$ cat src/rtl/core/assert_macros.svh
// Assertion macros shared by the edge table RTL.
`ifndef ASSERT_MACROS_SVH
`define ASSERT_MACROS_SVH
`ifndef SYNTHESIS
// Property prop must hold at every rising edge of clk while rst is low.
`define ASSERT_CLK(lbl, clk, rst, prop) \
   lbl: assert property (@(posedge clk) disable iff (rst) (prop)) \
      else $error("assertion failed");
// Expression expr must never be true at a rising edge of clk while rst is low.
`define ASSERT_NEVER(lbl, clk, rst, expr) \
   lbl: assert property (@(posedge clk) disable iff (rst) !(expr)) \
      else $error("forbidden condition seen");
`else
`define ASSERT_CLK(lbl, clk, rst, prop)
`define ASSERT_NEVER(lbl, clk, rst, expr)
`endif
`endif

$ cat src/rtl/core/dget_ram.sv
// Generic single write port, single read port RAM with a registered read.
`default_nettype none
module dget_ram #(
   parameter int WIDTH = 64,
   parameter int DEPTH = 64
) (
   input  wire logic                     clock,
   input  wire logic                     wr_en,
   input  wire logic [$clog2(DEPTH)-1:0] wr_addr,
   input  wire logic [WIDTH-1:0]         wr_data,
   input  wire logic                     rd_en,
   input  wire logic [$clog2(DEPTH)-1:0] rd_addr,
   output logic      [WIDTH-1:0]         rd_data
);

   logic [WIDTH-1:0] mem_ff [DEPTH];
   logic [WIDTH-1:0] rd_data_ff;

   always_ff @(posedge clock) begin
      if (wr_en) begin
         mem_ff[wr_addr] <= wr_data;
      end
      if (rd_en) begin
         rd_data_ff <= mem_ff[rd_addr];
      end
   end

   assign rd_data = rd_data_ff;

endmodule
`default_nettype wire

$ cat config.mk
export PLATFORM = sky130hd
export DESIGN_NAME = dget_ram
export DESIGN_NICKNAME = d
export VERILOG_FILES = /design/src/rtl/core/assert_macros.svh /design/src/rtl/core/dget_ram.sv
export SDC_FILE = /design/constraint.sdc
export NUM_CORES = 2
export LEC_CHECK = 0
export BUFFER_PORTS_ARGS = -buffer_cell sky130_fd_sc_hd__buf_4
export CAP_MARGIN = 40
export CORE_UTILIZATION = 55
export DETAILED_ROUTE_END_ITERATION = 8
export PLACE_DENSITY = 0.83
export SKIP_CTS_REPAIR_TIMING = 1
export SYNTH_ARGS = -nofsm -noshare
export SYNTH_HDL_FRONTEND = slang
export SYNTH_SLANG_ARGS = --single-unit
$ cat constraint.sdc
create_clock -name clock -period 6.2 [get_ports clock]
set_input_delay 0.93 -clock clock [delete_from_list [all_inputs] [get_ports clock]]
set_output_delay 0.93 -clock clock [all_outputs]
set_load 0.01 [all_outputs]
### Yosys cells after proc, flatten, opt, wreduce, memory -nomap -nowiden

Memory sizes are Yosys's and may differ from the RTL's. A register that Yosys moved wholly into a read port is not among the register bits.
Index checks and enable logic that the tools add are counted.

| storage, ports and cells | value |
|---|---|
| bits in registers | 0 |
| RAM bits | 4,096 |
| bits of input ports | 79 |
| output and inout bits | 64 |
| memories | 1 |

| operators by class | value |
|---|---|
| mux-type cells | 2 |

Memory list:

| name | words | bits a word | read ports | clocked after Yosys merged registers in | write ports | line | RTL |
|---|---|---|---|---|---|---|---|
| mem_ff | 64 | 64 | 1 | 1 | 1 | dget_ram.sv:16 | `logic [WIDTH-1:0] mem_ff [DEPTH];` |

Operators with widths:

| cell | number |
|---|---|
| 1-bit 2-to-1 mux | 2 |

### Depth between registers and ports, before layout

| depth | value |
|---|---|
| depth after elaboration | 2 |
| depth in mapped cells | 9 |
| mapped depth without buffers | 5 |

### Least setup slack after synthesis

No wires, ideal clock.

| timing | value |
|---|---|
| path kind | in2reg |
| start point | input wr_addr[3] |
| end point | memory mem_ff[48][0], enable pin |
| setup time | 564 ps |
| data arrival time | 5,802 ps |
| data required time | 5,636 ps |
| setup slack | -166 ps |
| cell stages on the path | 4 |
| path through | clkbuf_1 > nor2b_1 > nand4b_1 > nor3_1 |

RTL lines:

| element | line | RTL |
|---|---|---|
| start: declaration | dget_ram.sv:9 | `input wire logic [$clog2(DEPTH)-1:0] wr_addr,` |
| end: declaration | dget_ram.sv:16 |  |

No word-level cell before the write port.

### Worst setup path in the final report

| timing | value |
|---|---|
| start point | input wr_en |
| end point | memory mem_ff[36][14], enable pin |

| on the way | value |
|---|---|
| longest elaborated chain between the ends | 2 |

Ends and longest elaborated chain:

| element | line | RTL |
|---|---|---|
| start: declaration | dget_ram.sv:8 | `input wire logic wr_en,` |
| 1-bit 2-to-1 mux | dget_ram.sv:20 | `if (wr_en) begin` |
| 1-bit 2-to-1 mux (implied by the code) | dget_ram.sv:21 | `mem_ff[wr_addr] <= wr_data;` |

No other way between the ends.

==> impl_metrics.tcl <==
set metrics [dict create \
    tightest_slew_ps 1230 \
    grt_usage_pct 35.8 \
    overflow 0 \
    place_hpwl_um 237000 \
    port_buffers 142 \
    max_slew_margin_pct 18.3 \
    design.core.area_um2 283000 \
    cts_buffer_depth 4 \
    grt_max_degree 119 \
    met3_usage_pct 11.7 \
    die_h_um 536 \
    worstSetupPathType "primary input to flop" \
    dp_slack_ps 2010 \
    power.total_mw 59.1 \
    maxCapViolations 0 \
    initialDrtViolationCount 17500 \
    yosysTopAreaCell "edfxtp_1" \
    cts_tree "done" \
    syn_inst 6598 \
    clk_latency_ps 1050 \
    drtPass1Iterations 9 \
    grt_pass1_wl_um 697000 \
    drive_above_1_share_pct 28.4 \
    numClockSinks 4160 \
    grt_antenna_before_repair 41 \
    syn_to_final_growth_pct 13.1 \
    post_drt_wl_per_cell_um 46.7 \
    async_flop_share_pct 0 \
    clk_pin_slew_ps 70 \
    cts_max_level 5 \
    drc_errors 0 \
    power.density_nw_per_um2 333 \
    synth_ff_type "edfxtp_1" \
    startpoint_type "primary input" \
    cts_buffers 397 \
    fmax_mhz 298 \
    status "finished, final reports clean" \
    synth_area_per_cell_um2 23.8 \
    ant_nets 0 \
    num_vias 85200 \
    cellLeakagePower_nw 55.2 \
    grt_util_met2_pct 55.7 \
    grt_use_met1_pct 40.8 \
    yosysTopAreaCellShare_pct 79.6 \
    setup_ws_ps 2840 \
    worstPathMaxFanout 33 \
    drt_wl_total_um 518000 \
    hold_class "primary input to flop" \
    critPathCaptureType "flop" \
    yosysWarnings 0 \
    tns_ps 0 \
    clock_tree.root_cell "clkbuf_16" \
    final-max-slew-violation-count 0 \
    hold_viol_final 0 \
    synth_cell_type_count 32 \
    synth_edf_count 4160 \
    die_area_um2 288000 \
    die_w_um 536 \
    required_ps 6790 \
    hold_slack_ps 338 \
    grt_pass1_vias 86800 \
    vdd_ir_drop_max_mv 0.360 \
    min_period_ps 3360 \
    initial_utilization_pct 55.5 \
    post-route-period-util_pct 54.2 \
    rsz0062_at_grt "false" \
    ios 143 \
    rows 195 \
    yosysSeqAreaShare_pct 79.6 \
    synth_nets 6677 \
    finClkSkew_ps 77.1 \
    cp.arrival_ps 3950 \
    fin_nets 7099 \
    synth_area_leaders "edfxtp_1 80%, mux4_2 15%, mux2i_1 0.86%" \
    syn_area_um2 157000 \
    setup_viol 0 \
    gp_congestion 0.829 \
    grt-busiest-layer "met2" \
    ys_seq_elements 4160 \
    via_per_inst 7.68 \
]
-- state kept, by name, indices dropped and copies added (netlist names) --
name     count
mem_ff    4096
rd_data     64
-- critical path, stage by stage --
cell     delay [ps]
buf_4           150
nor2b_1         410
nand2_1         620
nor2_4          840
buf_4           870
-- layout by cell type, fill, tap and decap left out, types with 3 or more instances in the layout --
master         n
edfxtp_1    4160
a31oi_1       18
nand3_1       45
a211oi_1      63
a22o_1        88
clkinv_4       8
diode_2       32
nor2_1        47
a41oi_1       26
o221ai_1      38
clkbuf_1      60
inv_1         19
clkinv_1      82
o22ai_1       83
buf_8         14
clkinvlp_4    20
buf_16        21
nor2_4        64
nand2b_1       9
bufinv_16     43
nor2b_1       24
inv_6          5
nor2b_4        3
or2_2         28
a2bb2oi_1     19
a22oi_1      168
mux4_2      1024
mux2i_1      135
or3_1         29
buf_4        289
buf_12        69
clkbuf_16    405
nand2_1       56
clkinv_2      73
and3_1        64
-- per-layer routing --
metal / share of wire (%) / up-vias
met2: 46 / 10700
li1: - / 29400
met4: 10 / 32
met1: 27 / 42000
met5: 0.099 / -
met3: 16 / 3060
-- cell usage after synthesis (3+ instances only) --
master        n
and3_1       64
inv_1        19
edfxtp_1   4160
a31oi_1      18
a211oi_1     63
mux4_2     1024
buf_2       170
a22oi_1     168
nand3_1      45
o221ai_1     38
or3_1        29
buf_1        20
and2_1        3
or2_2        28
nor2b_1      28
nand2b_1     11
a22o_1       88
mux2i_1     135
o22ai_1      83
buf_4        34
a41oi_1      26
nor2_1      112
a2bb2oi_1    19
buf_6         6
clkbuf_1    140
nand2_1      58
-- final cells by class --
cell class                 count  area, µm²
clock inverter               234       2310
fill                       16600     105000
multi-input combinational   2049      30800
tap                         3743       4680
clock buffer                 465      10400
antenna                       32       80.1
timing repair buffer         393       4340
inverter                      19       71.3
sequential                  4160     125000
-- kinds of logic (layout without fill, tap and decap cells) --
logic type	Yosys count	in the layout	synth area share, %
AO/OA/AOI/OAI	504	504	2.47
buffers and inverters	389	1111	1.18
flip-flops	4160	4160	79.6
multiplexers	1159	1159	15.6
other	0	32	0
AND/OR/NAND/NOR	386	386	1.23
-- path summary, 6_finish.rpt --
check | from | cells past startpoint | slack [ps] | endpoint
min | rd_en | 1 | 340 | rd_data[13]
max | wr_en | 5 | 2840 | mem_ff[36][14]
min reg2reg | mem_ff[55][34] | 4 | 950 | rd_data[34]
max reg2reg | mem_ff[13][26] | 5 | 3650 | rd_data[26]
-- metrics by stage --
| stage | util (%) | instances | instance area, µm² |
|---|---|---|---|
| 2_1_floorplan | - | 6598 | 157000 |
| 3_5_place_dp | 58.2 | 10400 | 165000 |
| 6_report | 62.7 | 11100 | 178000 |
| 4_1_cts | 62.7 | 11100 | 177000 |
| 3_3_place_gp | 57.9 | 10300 | 164000 |
| 5_1_grt | 62.7 | 11100 | 177000 |
-- power breakdown --
group          internal, mW  switching (mW)  leakage (nW)
sequential             31.2           0.168          37.5
combinational          1.01            1.85          11.6
clock                  13.7            11.1          6.17
total                  45.9            13.1          55.2
Power figures use the tool's default switching activity.
